<file path="src/rtl/was_queue.sv">
`timescale 1ns / 1ps
module was_queue #(
  parameter int WIDTH = 64
) (
  input  logic             clk,
  input  logic             rst,
  input  logic             push,
  input  logic [WIDTH-1:0] push_data,
  output logic             push_ready,
  input  logic             pop,
  output logic             pop_valid,
  output logic [WIDTH-1:0] pop_data
);

  logic [WIDTH-1:0] mem [2];
  logic             wr_ptr;
  logic             rd_ptr;
  logic [1:0]       fill;
  logic             do_push;
  logic             do_pop;

  assign push_ready = (fill != 2'd2);
  assign pop_valid  = (fill != 2'd0);
  assign do_push    = push && push_ready;
  assign do_pop     = pop && pop_valid;

  // Pointers and fill level
  always_ff @(posedge clk) begin
    if (rst) begin
      wr_ptr <= 1'b0;
      rd_ptr <= 1'b0;
      fill   <= 2'd0;
    end else begin
      if (do_push) wr_ptr <= ~wr_ptr;
      if (do_pop) rd_ptr <= ~rd_ptr;
      fill <= fill + {1'b0, do_push} - {1'b0, do_pop};
    end
  end

  // Storage
  always_ff @(posedge clk) begin
    if (do_push) mem[wr_ptr] <= push_data;
  end

  assign pop_data = mem[rd_ptr];

endmodule

</file>
<file path="config.mk">
export PLATFORM = sky130hd
export DESIGN_NAME = was_queue
export DESIGN_NICKNAME = d
export VERILOG_FILES = /design/src/rtl/was_queue.sv
export SDC_FILE = /design/constraint.sdc
export NUM_CORES = 1
export LEC_CHECK = 0
export ABC_AREA = 1
export BUFFER_PORTS_ARGS = -buffer_cell sky130_fd_sc_hd__buf_2
export CORE_UTILIZATION = 50
export CTS_BUF_LIST = sky130_fd_sc_hd__clkbuf_8 sky130_fd_sc_hd__clkbuf_16
export CTS_CLUSTER_DIAMETER = 150
export CTS_CLUSTER_SIZE = 12
export DETAILED_ROUTE_END_ITERATION = 8
export MAX_ROUTING_LAYER = met4
export PLACE_DENSITY = 0.8
export SYNTH_ARGS = -nofsm -noshare
export SYNTH_HDL_FRONTEND = slang
export SYNTH_SLANG_ARGS = --single-unit
</file>
<file path="constraint.sdc">
create_clock -name clk -period 12.2 [get_ports clk]
set_clock_uncertainty 0.2 [all_clocks]
set_input_delay 1.22 -clock clk [delete_from_list [all_inputs] [get_ports clk]]
set_output_delay 1.22 -clock clk [all_outputs]
set_load 0.02 [all_outputs]
</file>
# Word level (Yosys, flattened, before mapping)
# Memories as Yosys holds them, arrays and structs flattened. A register that Yosys moved wholly into a read port is not among the register bits.
# Cells that the tools add are included.
op_classes:
  order_cmp: 0
  n_mul: 0
  n_shift: 0
  muxes: 4
  n_addsub: 2
  div: 0
  bitwise_logic: 2
  eq_ne: 1
  reduce_logical: 3
ops:
  columns: ["cell", "n"]
  rows:
  - ["2-to-1 mux 1 bit", 4]
  - ["adder 2 x 1 -> 2 bit", 1]
  - ["logical AND 1 bit", 2]
  - ["inequality test 2 bit, second input constant", 1]
  - ["NOT 1 bit", 2]
  - ["nonzero test 2 bit", 1]
  - ["subtractor 2 x 1 -> 2 bit", 1]
totals:
  ff_bits: 4
  word_cells: 16
  output_inout_bits: 66
  mem_bits_ro: 0
  latch_bits: 0
  ramBits: 128
  n_memories: 1
  in_bits: 68
mem_list:
  columns: ["memory", "depth", "width", "read_ports", "rd_ports_with_merged_regs", "wr", "line_no", "source"]
  rows:
  - ["mem", 2, 64, 1, 1, 1, "15", "logic [WIDTH-1:0] mem [2];"]

# Logic depth before layout (Yosys ltp)
depth:
  ltp_word: 4
  depth_mapped: 11
  ltp_nobuf: 11

# Worst setup path after synthesis
# OpenSTA, ideal clock, no wires.
synth_timing:
  kind: "input-to-reg"
  from: "input push"
  to: "memory mem[0][0] (enable)"
  path_stages: 2
  slack_ps: 7540
  required_ps: 11514
  path_buffers: 0
  arrival_ps: 3974
  setup_time_ps: 486
  cell_sequence: "nand2_1 > nor2_1"
synth_via:
  elab_chain_cells: 3
synth_rtl:
  columns: ["element", "line_no", "source"]
  rows:
  - ["start: declaration", "7", "input logic push,"]
  - ["logical AND 1 bit", "24", "assign do_push = push && push_ready;"]
  - ["2-to-1 mux 1 bit", "42", "if (do_push) mem[wr_ptr] <= push_data;"]
  - ["2-to-1 mux 1 bit (not written as such)", "42", null]
  - ["end: declaration", "15", null]
# No other way between the ends.

==> impl_metrics.toml <==
[power]
vdd_ir_drop_max_mv = 0.1312
share_clk_of_total_power = 0.346
leakagePower_nw = 2.621
internal_power_w = 0.001088
share_comb_of_total_power = 0.244
switchingPower_w = 0.0004019
sequentialPowerShare = 0.411
power.switching_fraction = 0.2698
total_power_w = 0.001490
cellPowerDensity_nw_per_um2 = 228.9

[grt]
grt_antenna_before_repair = 1
grt_pass1_vias = 2693
grt_max_degree = 54
grt-ovfl-total = 0
gr-usage-all-layers = 0.1687
global_route_wire_length_before_repair_mm = 13.03

[routing]
drt-total-wl_mm = 8.333
detail_route.vias_per_cell = 4.815
drt_initial_violations = 104
routed-via-count = 2552
antenna_violating_nets_post_route = 0
drt-pass1-iter-count = 4
drt_drc_violations_left = 0
detail_route.wl_per_cell_um = 15.72

[cts]
cts.hold.buffers_added = 0
cts_setup_buffers = 0
cts_tree = "yes"
clk_latency_ps = 500
clkSinkCount = 133
htree_num_levels = 4
number_of_buffers_inserted_during_clock_tree_synthesis = 17
root_buffer = "sky130_fd_sc_hd__clkbuf_8"
path_clk_slew_ps = 50
cts_resizes = 0
clock_tree.buffer_depth = 2

[critical_path]
crit_chain = "buf_4, mux2_2, buf_2"
worst_path_largest_cell_delay_ps = 700
cpLargestDelayFamily = "buffers and inverters"
crit_path_top_delay_cell = "sky130_fd_sc_hd__dfxtp_4"
critical_path_required_ps = 10780
end_kind = "primary output"
critical_path_peak_fanout = 36
critical_path.startpoint_type = "flip-flop"
cp.arrival_ps = 2430
timing.setup.critical_path_class = "reg -> out"
timing.critical_path.buf_inv = 2

[sta]
min_period_ps = 3846
timing_max_transition_violations_final = 0
finalSetupViolations = 0
final_layout_worst_hold_slack_ps = 319.4
final_hold_viol_count = 0
slew_worst_pin_ps = 849.5
layout_worst_path_cycle_share = 0.3152
final.setup.tns_ps = 0
grt_setup_unrepaired = "no"
max_transition_margin = 0.4324
fmaxAchievable_mhz = 260.0

[yosys]
yosysTopAreaCell = "sky130_fd_sc_hd__edfxtp_1"
dominantRegCellSynth = "sky130_fd_sc_hd__edfxtp_1"
synth_cell_type_count = 12
mapped_nets = 306
synth_compound_area_frac = 0.001938
asyncSetResetFlopFracSynth = 0
number_of_flops_mapped_to_enable_cells_by_yosys = 128
syn_std_cell_area_sq_um = 5165
yosys.area_share.simple = 0.01526
syn_inst_count = 236
main_combinational_cell_family_by_area_after_synthesis = "multiplexers"
synth-seq-cells = 133
netlist.area_leader.share = 0.7442
synthAdderAreaFrac = 0.004845
main_area_contributors_after_synthesis = "sky130_fd_sc_hd__edfxtp_1 (74%), sky130_fd_sc_hd__mux2_4 (17%), sky130_fd_sc_hd__buf_12 (2.3%), sky130_fd_sc_hd__dfxtp_1 (1.9%), sky130_fd_sc_hd__mux2_2 (0.87%)"
synth_xor_area_frac = 0
synth_warnings = 0
yosys-mux-area-fraction = 0.1831
seq_area_frac_synth = 0.7636
synth.most_common_cell = "sky130_fd_sc_hd__edfxtp_1"
synth.avg_cell_area_sq_um = 21.89
synthTopCellsByCount = "sky130_fd_sc_hd__edfxtp_1 (128), sky130_fd_sc_hd__mux2_4 (60), sky130_fd_sc_hd__nor2_1 (9)"

[floorplan]
die_height_um = 103.6
cell_row_count = 36
core_sq_um = 9910
io_pins = 134
initial_core_util = 0.5212
die_span_in_x_um = 103.6
floorplan.die_area_sq_um = 10740

[finish]
fillCellCount = 713
layout-drive-gt1-share = 0.5783
num-nets-final = 454
layout.cell_area.non_filler_sq_um = 6507
post_synthesis_to_final_layout_area_growth_pct = 25.99

[status]
run_status = "completed"

[hold_path]
min_path_type = "reg -> reg"

[placed_design]
globalplace.congestion = 0.7143
dp_hpwl_mm = 5.334
port_buffers = 133
area_post_placement_sq_um = 5899

[job]
maxCapViolations = 0
[cell usage in the layout, fill, tap and decap left out]
cell type                    synthesis  layout
sky130_fd_sc_hd__dfxtp_1             5       4
sky130_fd_sc_hd__clkbuf_16           0      16
sky130_fd_sc_hd__nand3_1             3       3
sky130_fd_sc_hd__nand2_1             8       8
sky130_fd_sc_hd__buf_2               0     133
sky130_fd_sc_hd__inv_2               0       1
sky130_fd_sc_hd__nor2_1              9       8
sky130_fd_sc_hd__dfxtp_4             0       1
sky130_fd_sc_hd__mux2_4             60      60
sky130_fd_sc_hd__mux2_2              4       4
sky130_fd_sc_hd__clkinv_2            0       3
sky130_fd_sc_hd__clkbuf_8            0       1
sky130_fd_sc_hd__clkinvlp_4          0       1
sky130_fd_sc_hd__ha_1                2       2
sky130_fd_sc_hd__edfxtp_1          128     128
sky130_fd_sc_hd__diode_2             0       1
sky130_fd_sc_hd__a21oi_1             2       2
sky130_fd_sc_hd__bufinv_16           0       5
sky130_fd_sc_hd__inv_1               8       8
sky130_fd_sc_hd__clkinv_1            0       4
sky130_fd_sc_hd__buf_4               0       3
sky130_fd_sc_hd__nor2_4              0       1
[per-stage QoR]
step / instances / worst slack, ps / util
after global placement: 498 / 8868 / 0.5953
after CTS: 529 / 8280 / 0.6564
after detailed placement: 498 / 8827 / 0.5953
after global routing: 530 / 8232 / 0.6567
final: 530 / 8354 / 0.6567
after floorplan: 236 / 7540 / -
[final timing paths]
path         startpoint     endpoint  slack [ps]  depth (start not counted)
min              rd_ptr    flip-flop         320                          2
min reg2reg      rd_ptr    flip-flop         320                          2
max reg2reg     fill[0]   mem[0][30]        9760                          5
max           flip-flop  pop_data[2]        8350                          3
[routing by layer]
layer  vias to the layer above  track usage  routed length (um)
met2                        90       0.2862                4448
met3                        15      0.05286                 496
met5                         -            -                   0
met1                      1236       0.1802                3266
li1                       1211            -                   -
met4                         0      0.07764                 122
[sequential cells by signal (all words and copies together) (netlist names), named ones only]
signal / count
mem: 128
fill: 2
rd_ptr: 1
wr_ptr: 1
[power by group through the flow]
stage / sequential, W / clock (W) / combinational, W
after CTS: 0.000614 / 0.000526 / 0.000369
after floorplan: 0.000605 / 0 / 0.000301
after detailed placement: 0.000622 / 0 / 0.000367
final: 0.000612 / 0.000515 / 0.000363
after global placement: 0.000617 / 0 / 0.000360
after global routing: 0.000619 / 0.000544 / 0.000387
[cell families (layout without fill, tap and decap cells)]
logic type	Yosys count	in the layout
AO/OA/AOI/OAI	2	2
adder cells (fa/ha/maj)	2	2
buffers and inverters	15	175
flip-flops	133	133
multiplexers	64	64
other	0	1
AND/OR/NAND/NOR	20	20
[layout make-up]
class                   instances  area, sq um  share of cell area
flip-flops and latches        133         3948              0.6066
multi-input cells              88         1067              0.1640
repair buffers                136        688.2              0.1057
clock buffers                  17        414.1             0.06364
clock inverters                14        191.4             0.02942
well taps                     133        166.4             0.02557
inverters                       8        30.03            0.004614
diodes                          1        2.502           0.0003845
[tightest hold or removal path: stages, from the launching register on]
cell	delay, ps
sky130_fd_sc_hd__dfxtp_1	340
sky130_fd_sc_hd__nor2_1	60
sky130_fd_sc_hd__nor2_1	90
No activity file was read; power rests on OpenSTA's default activity.
