[src/rtl/was_pkg.sv]
`timescale 1ns / 1ps
package was_pkg;

  localparam int TAPS       = 16;
  localparam int HEAD_LEN   = 15;
  localparam int TAP_BITS   = 23;
  localparam int MIN_HALF   = 16;
  localparam int CFG_BITS   = 11;
  localparam int INDEX_BITS = 10;

  typedef logic signed [TAP_BITS-1:0] tap_t;

  // Low-pass taps for offsets -7..8, Q1.22
  localparam tap_t LO_TAP [TAPS] = '{
    -23'sd14187, -23'sd2274, 23'sd132939, 23'sd31908,
    -23'sd601020, -23'sd256999, 23'sd2018969, 23'sd3259753,
    23'sd1528580, -23'sd217877, -23'sd114165, 23'sd206096,
    23'sd15975, -23'sd62714, -23'sd1271, 23'sd7927
  };

  // High-pass taps for offsets -7..8, Q1.22
  localparam tap_t HI_TAP [TAPS] = '{
    -23'sd7927, -23'sd1271, 23'sd62714, 23'sd15975,
    -23'sd206096, -23'sd114165, 23'sd217877, 23'sd1528580,
    -23'sd3259753, 23'sd2018969, 23'sd256999, -23'sd601020,
    -23'sd31908, 23'sd132939, 23'sd2274, -23'sd14187
  };

  typedef enum logic {
    FS_STREAM,
    FS_WRAP
  } front_state_t;

  typedef enum logic [0:0] {
    CFG_HALF_LENGTH = 1'b0,
    CFG_SHRINK_MODE = 1'b1
  } cfg_reg_t;

  typedef struct packed {
    logic [INDEX_BITS-1:0] index;
    logic                  last;
  } job_ctl_t;

endpackage

[src/rtl/was_if.sv]
`timescale 1ns / 1ps
// Sample channel
interface was_in_if #(parameter int SAMPLE_BITS = 32) ();
  logic                          valid;
  logic                          ready;
  logic signed [SAMPLE_BITS-1:0] sample;

  modport source (output valid, output sample, input ready);
  modport sink (input valid, input sample, output ready);
endinterface


[src/rtl/was_front.sv]
`timescale 1ns / 1ps
module was_front #(
  parameter int MAX_HALF    = 1024,
  parameter int SAMPLE_BITS = 32
) (
  input  logic                                        clk,
  input  logic                                        rst,
  input  logic                                        cfg_we,
  input  logic [0:0]                                  cfg_index,
  input  logic [was_pkg::CFG_BITS-1:0]                cfg_data,
  was_in_if.sink                                      samples,
  input  logic                                        q_ready,
  output logic                                        push,
  output logic [was_pkg::TAPS*SAMPLE_BITS-1:0]        job_data,
  output was_pkg::job_ctl_t                           job_ctl
);

  localparam int SB   = SAMPLE_BITS;
  localparam int NT   = was_pkg::TAPS;
  localparam int NH   = was_pkg::HEAD_LEN;
  localparam int CW   = $clog2(2 * MAX_HALF + 15);
  localparam int NW   = $clog2(MAX_HALF + 1);
  localparam int HW   = $clog2(NH);
  localparam int SNAP = 20;
  localparam int NE   = NT + NH;

  logic signed [SB-1:0] window   [NT];
  logic signed [SB-1:0] head     [NH];
  logic signed [SB-1:0] ext      [NE];
  logic signed [SB-1:0] win_new  [NT];
  logic signed [SB-1:0] snap     [SNAP];
  logic signed [SB-1:0] snap_next[SNAP];
  logic signed [SB-1:0] vec      [NT];

  logic [was_pkg::CFG_BITS-1:0] half_length;
  logic                         shrink_mode;
  logic [CW-1:0]                count;
  logic [NW-1:0]                n;
  logic [CW-1:0]                len;
  logic [CW-1:0]                one_index;
  logic [CW-1:0]                wrap_index;
  logic [2:0]                   r;
  logic                         is_last;
  logic                         emit_one;
  logic                         acc;

  was_pkg::front_state_t state, state_next;

  // Clamp the line length register
  always_comb begin
    if (half_length < was_pkg::CFG_BITS'(was_pkg::MIN_HALF)) begin
      n = NW'(was_pkg::MIN_HALF);
    end else if (32'(half_length) > MAX_HALF) begin
      n = NW'(MAX_HALF);
    end else begin
      n = NW'(half_length);
    end
  end

  assign len     = (CW'(n) << 1) + (shrink_mode ? CW'(14) : CW'(0));
  assign is_last = (count == len - CW'(1));
  assign acc     = samples.valid && samples.ready;

  // Classify the incoming sample
  assign emit_one = shrink_mode ? (count[0] && count >= CW'(15))
                                : (!count[0] && count >= CW'(16) && count <= len - CW'(2));
  assign one_index  = shrink_mode ? ((count >> 1) - CW'(7)) : ((count >> 1) - CW'(4));
  assign wrap_index = (r < 3'd4) ? CW'(r) : (CW'(n) - CW'(8) + CW'(r));

  // Window after the current sample, and the wrapped line: window then head
  always_comb begin
    for (int j = 0; j < NT; j++) begin
      win_new[j] = (j < NT - 1) ? window[(j + 1) % NT] : samples.sample;
    end
    for (int e = 0; e < NE; e++) begin
      ext[e] = (e < NT) ? window[e % NT] : head[(e + NH - NT) % NH];
    end
  end

  // Wrapped taps: reload at the first pair of each end, then step by two
  always_comb begin
    for (int k = 0; k < SNAP; k++) begin
      if (r == 3'd0) begin
        snap_next[k] = ext[11 + k];
      end else if (r == 3'd4) begin
        snap_next[k] = ext[3 + k];
      end else begin
        snap_next[k] = (k + 2 < SNAP) ? snap[(k + 2) % SNAP] : snap[k];
      end
    end
  end

  // Next state
  always_comb begin
    state_next = state;
    unique case (state)
      was_pkg::FS_STREAM: begin
        if (acc && !shrink_mode && is_last) state_next = was_pkg::FS_WRAP;
      end
      was_pkg::FS_WRAP: begin
        if (q_ready && r == 3'd7) state_next = was_pkg::FS_STREAM;
      end
      default: state_next = was_pkg::FS_STREAM;
    endcase
  end

  // Outputs
  always_comb begin
    samples.ready = 1'b0;
    push          = 1'b0;
    job_ctl.index = was_pkg::INDEX_BITS'(one_index);
    job_ctl.last  = 1'b0;
    for (int j = 0; j < NT; j++) vec[j] = win_new[j];
    unique case (state)
      was_pkg::FS_STREAM: begin
        samples.ready = q_ready;
        push          = acc && emit_one;
        job_ctl.last  = shrink_mode && is_last;
      end
      was_pkg::FS_WRAP: begin
        push          = q_ready;
        job_ctl.index = was_pkg::INDEX_BITS'(wrap_index);
        job_ctl.last  = (r == 3'd7);
        for (int j = 0; j < NT; j++) begin
          if (r == 3'd0) vec[j] = ext[9 + j];
          else if (r == 3'd4) vec[j] = ext[1 + j];
          else vec[j] = snap[j];
        end
      end
      default: ;
    endcase
  end

  always_comb begin
    for (int j = 0; j < NT; j++) job_data[j*SB +: SB] = vec[j];
  end

  // Control state, window and configuration
  always_ff @(posedge clk) begin
    if (rst) begin
      state       <= was_pkg::FS_STREAM;
      r           <= 3'd0;
      count       <= '0;
      half_length <= was_pkg::CFG_BITS'(was_pkg::MIN_HALF);
      shrink_mode <= 1'b0;
      for (int j = 0; j < NT; j++) window[j] <= '0;
    end else begin
      state <= state_next;
      if (state == was_pkg::FS_STREAM) begin
        r <= 3'd0;
      end else if (q_ready) begin
        r <= r + 3'd1;
      end
      if (acc) begin
        for (int j = 0; j < NT; j++) window[j] <= win_new[j];
      end
      if (cfg_we) begin
        unique case (cfg_index)
          was_pkg::CFG_HALF_LENGTH: half_length <= cfg_data;
          was_pkg::CFG_SHRINK_MODE: shrink_mode <= cfg_data[0];
          default: ;
        endcase
        count <= '0;
      end else if (acc) begin
        count <= is_last ? '0 : count + CW'(1);
      end
    end
  end

  // Head of the line and wrapped taps
  always_ff @(posedge clk) begin
    if (acc && count < CW'(NH)) head[count[HW-1:0]] <= samples.sample;
    if (state == was_pkg::FS_WRAP && q_ready) begin
      for (int k = 0; k < SNAP; k++) snap[k] <= snap_next[k];
    end
  end

endmodule

[src/flat_wrapper.sv]
// flat-port wrapper written by rule: the top's interface ports become plain ports
module was_front_flat 
#(
  parameter int MAX_HALF    = 1024,
  parameter int SAMPLE_BITS = 32
)
  (clk, rst, cfg_we, cfg_index, cfg_data, q_ready, push, job_data, job_ctl, samples_valid, samples_sample, samples_ready);
  was_in_if #(.SAMPLE_BITS(SAMPLE_BITS)) samples_i ();
  input  logic clk;
  input  logic rst;
  input  logic cfg_we;
  input  logic [0:0] cfg_index;
  input  logic [was_pkg::CFG_BITS-1:0] cfg_data;
  input  logic q_ready;
  output logic push;
  output logic [was_pkg::TAPS*SAMPLE_BITS-1:0] job_data;
  output was_pkg::job_ctl_t job_ctl;
  input wire logic [$bits(samples_i.valid)-1:0] samples_valid;
  input wire logic [$bits(samples_i.sample)-1:0] samples_sample;
  output wire logic [$bits(samples_i.ready)-1:0] samples_ready;
  assign samples_i.valid = samples_valid;
  assign samples_i.sample = samples_sample;
  assign samples_ready = samples_i.ready;
  was_front #(.MAX_HALF(MAX_HALF), .SAMPLE_BITS(SAMPLE_BITS)) u_core (.clk(clk), .rst(rst), .cfg_we(cfg_we), .cfg_index(cfg_index), .cfg_data(cfg_data), .samples(samples_i), .q_ready(q_ready), .push(push), .job_data(job_data), .job_ctl(job_ctl));
endmodule
[config.mk]
export PLATFORM = sky130hd
export DESIGN_NAME = was_front_flat
export DESIGN_NICKNAME = d
export VERILOG_FILES = /design/src/rtl/was_pkg.sv /design/src/rtl/was_if.sv /design/src/rtl/was_front.sv /design/src/flat_wrapper.sv
export SDC_FILE = /design/constraint.sdc
export NUM_CORES = 2
export LEC_CHECK = 0
export BUFFER_PORTS_ARGS = -buffer_cell sky130_fd_sc_hd__clkbuf_2
export CAP_MARGIN = 15
export CORE_MARGIN = 2
export CORE_UTILIZATION = 65
export DETAILED_ROUTE_END_ITERATION = 10
export HOLD_SLACK_MARGIN = 0.02
export PLACE_DENSITY = 0.85
export SLEW_MARGIN = 20
export SYNTH_ARGS = -nofsm -noshare
export SYNTH_HDL_FRONTEND = slang
export SYNTH_SLANG_ARGS = --single-unit
[constraint.sdc]
create_clock -name clk -period 26.4 [get_ports clk]
set_clock_uncertainty 0.2 [all_clocks]
set_input_delay 2.64 -clock clk [delete_from_list [all_inputs] [get_ports clk]]
set_output_delay 2.64 -clock clk [all_outputs]
set_load 0.02 [all_outputs]
## Word level (Yosys, flattened, before mapping)

Memory sizes are Yosys's and may differ from the RTL's.
Cells that the tools add are included.

- Flip-flop bits (word level): 28
- Memories: 3
- Output and inout bits: 525
- RAM bits: 1,632

- Multiplexer cells: 84
- Bitwise operators: 18
- Add/subtract/negate cells: 9
- Equal/unequal tests: 3
- Reductions and logical operators: 18
- Magnitude comparators: 7

Memories:

| memory | words | width | read ports | clocked after memory_dff | write ports | RTL line | source |
|---|---|---|---|---|---|---|---|
| u_core.snap | 20 | 32 | 20 | 0 | 20 | was_front.sv:31 | `logic signed [SB-1:0] snap [SNAP];` |
| u_core.window | 16 | 32 | 15 | 0 | 16 | was_front.sv:27 | `logic signed [SB-1:0] window [NT];` |
| u_core.head | 15 | 32 | 15 | 0 | 1 | was_front.sv:28 | `logic signed [SB-1:0] head [NH];` |

Operators with widths:

| kind | number |
|---|---|
| 32-bit 2-to-1 mux | 60 |
| 512-bit 2-to-1 mux | 1 |
| 10-bit 2-to-1 mux | 3 |
| 11-bit 2-to-1 mux | 2 |
| 10-bit by 3-bit subtractor with 10-bit output, second input constant | 2 |
| 1-bit bitwise OR | 16 |
| 1-bit 2-to-1 mux | 13 |
| 12-bit by 1-bit adder with 12-bit output, second input constant | 1 |
| 12-bit by 4-bit adder with 12-bit output | 1 |
| 12-bit == test | 1 |
| 12-bit by 4-bit >= comparator with 1-bit output, second input constant | 1 |
| 12-bit by 5-bit >= comparator with 1-bit output, second input constant | 1 |
| 12-bit <= comparator | 1 |
| 12-bit by 4-bit < comparator with 1-bit output, second input constant | 1 |
| 12-bit 2-to-1 mux | 1 |
| 12-bit by 1-bit subtractor with 12-bit output, second input constant | 1 |
| 12-bit by 2-bit subtractor with 12-bit output, second input constant | 1 |
| 11-bit greater-than comparator, second input constant | 1 |
| 1-bit logical AND | 11 |
| 11-bit by 5-bit < comparator with 1-bit output, second input constant | 1 |
| 10-bit by 3-bit adder with 10-bit output | 1 |
| 10-bit by 4-bit subtractor with 10-bit output, second input constant | 1 |
| 3-bit == test, second input constant | 2 |
| 1-bit case mux with 2 select lines | 3 |
| other kinds (8) | 12 |

## Longest topological paths before layout

- Depth after elaboration: 10
- Gate-level depth with buffers: 21
- Mapped depth without buffers: 19

## Worst setup path after synthesis

Ideal clock, no wire load.

- Path type: input -> output
- Start point: input port q_ready
- End point: output port push
- Arrival: 16.486 ns
- Slack: 7.074 ns
- Path buffers: 1
- Cell stages on the path: 4
- Required time: 23.560 ns
- Path through: buf_2 > and2_1 > a41oi_1 > o21ai_0

- Cells in the longest elaborated chain, start to end: 4

RTL lines:

| item | RTL line | source |
|---|---|---|
| start, declared | flat_wrapper.sv:14 | `input logic q_ready;` |
| 1-bit 2-to-1 mux | was_front.sv:114 | `unique case (state)` |
| 1-bit logical AND | was_front.sv:62 | `assign acc = samples.valid && samples.ready;` |
| 1-bit logical AND | was_front.sv:117 | `push = acc && emit_one;` |
| 1-bit case mux with 2 select lines * | was_front.sv:114 |  |
| end, declared | flat_wrapper.sv:15 | `output logic push;` |

Every way passes the cells marked *; elsewhere a longest branch is shown, timed or not.

==> results.py <==
metrics = {
    "timing": {
        "timing.final.ws_setup_ns": 16.90,
        "tightest_slew_ns": 1.22,
        "finalSetupViolations": 0,
        "fin_crit_ns": 9.50,
        "slew_headroom_pct": 18.9,
        "hold_ws_ns": 0.338,
        "slew_viol_final": 0,
        "max_freq_mhz": 105,
        "finalHoldViolCount": 0,
        "period_share_pct": 36.0,
        "rsz0062_at_grt": "no",
        "setup_tns_ns": 0,
    },
    "critical_path": {
        "crit_path_start_kind": "flip-flop",
        "reg2regPathDepth": 7,
        "r2r_slack_ns": 20.45,
        "path_delay_family": "buffers and inverters",
        "crit-reg2reg-launch": "u_core.r[2]",
        "critPathSlowestCell": "buf_4",
        "crit_arrival_ns": 6.66,
        "crit_buf_inv": 6,
        "cp_cell_sequence": "buf_12 > buf_4 > buf_4 > buf_4 > buf_4 > mux2i_1 > a21oi_1 > mux2_2 > clkbuf_2",
        "required_ns": 23.56,
        "r2r_end": "u_core.snap[6][47]",
        "crit_path_end_kind": "primary output",
        "cp_max_fo": 116,
        "critPathKind": "reg -> out",
        "cp_common_cell": "buf_4",
        "slowest_delay_ns": 0.91,
    },
    "yosys": {
        "postSynthCellCount": 5335,
        "synth_edf_count": 1600,
        "ys_async_sr_fraction_pct": 0,
        "ys_seq_elements": 1628,
        "synth-main-ff-cell": "edfxtp_1",
        "synth_warnings": 0,
        "synth_cell_types": 60,
        "syn_nets": 5413,
        "syn_area_um2": 73800,
        "synth-seq-area-share_pct": 65.9,
        "syn_avg_cell_area_um2": 13.8,
    },
    "routing": {
        "drt-initial-drc-count": 6019,
        "wl_per_cell_um": 26.5,
        "via_per_inst": 6.44,
        "via_count": 47800,
        "antenna_left": 0,
        "drt_wl_total_um": 197000,
        "dr.pass1.iters": 6,
        "drc_errors": 0,
    },
    "placement": {
        "globalplace.congestion": 0.904,
        "dp_slack_ns": 17.76,
        "place_inst": 7113,
        "placed_area_um2": 77800,
        "port_buffers": 573,
        "dp_hpwl_um": 121000,
    },
    "layout": {
        "fin_area_um2": 83100,
        "final_core_util_pct": 73.9,
        "drive_gt1_share_pct": 23.9,
        "layout.cells.non_filler": 7418,
        "fin_nets": 5857,
        "syn_to_final_growth_pct": 12.6,
    },
    "floorplanning": {
        "fp.dieArea_um2": 116000,
        "start_util_pct": 65.6,
        "die_h_um": 341,
        "rows": 123,
        "io_pins": 574,
        "coreArea_um2": 112000,
        "die_width_um": 341,
    },
    "clock_tree": {
        "clk_latency_ns": 0.76,
        "hold_buffers": 0,
        "cts_resized": 0,
        "cts_tree": "built",
        "cts_num_sinks": 1628,
        "cts_root_buffer": "clkbuf_16",
        "htree_num_levels": 4,
        "cts.clk_slew.worst_paths_ns": 0.06,
        "cts_made_buffers": 163,
        "clock_path_buffers": 3,
        "post_cts_buffers": 0,
    },
    "min_path": {
        "hold_end": "u_core.snap[9][31]",
        "min_path_cells": 1,
        "min-delay-start": "u_core.head[13][31]",
        "hp-class": "reg -> reg",
    },
    "pwr": {
        "vdd_drop_max_uv": 57.9,
        "totalPowerFinal_mw": 5.56,
        "p_leak_nw": 28.4,
        "powerDensity_nw_per_um2": 67.0,
    },
    "grt": {
        "grt_max_degree": 255,
        "grt_pass1_vias": 45900,
        "antenna_found_initial": 10,
        "grtUsageTotal_pct": 33.1,
        "grt_pass1_wl_um": 288000,
        "overflow": 0,
    },
    "run": {
        "drv_cap": 0,
    },
    "outcome": {
        "status": "finished, final reports clean",
    },
}
-- cells in the final DEF (no fill, tap or decap), types with 6 or more instances in the layout --
cell       synthesis  routed
edfxtp_1        1600    1600
bufinv_16          0      11
buf_12             0       7
mux2i_1          646     646
ha_1              29      28
clkinv_1           1      45
and3_1             7       6
nand2_1           54      54
nor2b_1          197     196
buf_4              1      61
nor2_4             0      12
a21o_1             9       9
a21oi_1          669     669
o21ai_0           17      16
nand2b_1          69      67
xnor2_1           24      24
dfxtp_1           28      26
clkbuf_8           0       6
xor2_1            10      10
mux2_2           513     513
o22ai_1           72      72
nand4_1            6       6
clkbuf_1         245      32
clkinv_2           0      26
nor4_1             6       6
nor2_1           622     610
clkbuf_16          0     170
and2_1           293     292
inv_1             17      17
clkbuf_2           0     572
nand3_1           16      16
nor3_1            14      10
-- kinds of logic after synthesis --
| group | count (synthesis) | share of synthesized area, % |
|---|---|---|
| compound gates | 801 | 5.77 |
| xor+xnor | 34 | 0.404 |
| fa+ha+maj | 31 | 0.519 |
| buf+inv | 381 | 2.07 |
| flops | 1628 | 65.9 |
| mux | 1159 | 16.6 |
| simple gates | 1301 | 8.75 |
-- synth_stat cells (all sizes together) (2+ instances only) --
library cell  number  share of area (%)
nand2b            69               0.59
a21o               9              0.092
xor2              10               0.12
buf              118               0.73
o221ai             2              0.048
nand4              7              0.068
o21a               4              0.041
mux2             513                7.8
nor2             622                3.2
maj3               2              0.027
a211o              2              0.024
or3                5              0.049
o2111ai            2              0.024
o21ai             18               0.12
nand3b             2              0.020
nor4               7              0.080
inv               17              0.087
nor2b            197                1.7
or2                2              0.020
nand3             16               0.11
mux2i            646                8.8
nand2             54               0.27
dfxtp             28               0.76
and3               8              0.075
xnor2             24               0.28
o211ai             6              0.075
a21oi            669                4.5
o31ai              4              0.041
ha                29               0.49
edfxtp          1600                 65
a211oi             4              0.041
o22ai             72               0.61
and4               2              0.024
and2             293                2.5
nor3              14              0.095
clkbuf           245                1.2
-- layer usage --
layer	vias up	share of wire (%)	wire length, um	GRT usage, %
met2	2891	46	90400	50.0
met5	-	0.017	34	0
met4	6	5.0	9850	16.1
met3	488	10	20400	5.83
li1	20700	-	-	-
met1	23700	39	76000	47.0
-- registers in the layout, summed over array words and instances, names as in the netlist --
register            cells
u_core.state            1
u_core.window         480
u_core.half_length     11
u_core.snap           640
u_core.shrink_mode      1
u_core.r                3
u_core.count           12
u_core.head           480
-- area by class of cell --
cell class                 count  area [um2]
multi-input combinational   3326       23800
clock inverter                94         786
inverter                      18        67.6
clock buffer                 207        4440
timing repair buffer         642        3500
fill                        6803       29400
sequential                  1628       48600
tap                         1500        1880
antenna                        3        7.51
-- worst max-delay path by stage --
| stage | startpoint | end | cells after the start |
|---|---|---|---|
| floorplan | q_ready | push | 4 |
| global placement | u_core.r[2] | job_data[495] | 9 |
| detailed placement | u_core.r[2] | job_data[108] | 9 |
| CTS | u_core.r[2] | job_data[495] | 9 |
| global route | u_core.r[2] | job_data[495] | 9 |
| finish | u_core.r[2] | job_data[495] | 9 |
-- power by group --
group          leakage (nW)  internal [mW]  switching, mW  total (mW)
clock                  2.55           1.30          0.972        2.27
combinational          10.4          0.115          0.219       0.334
sequential             15.4           2.89         0.0658        2.96
total                  28.4           4.31           1.26        5.56
No activity file was read; power rests on OpenSTA's default activity.
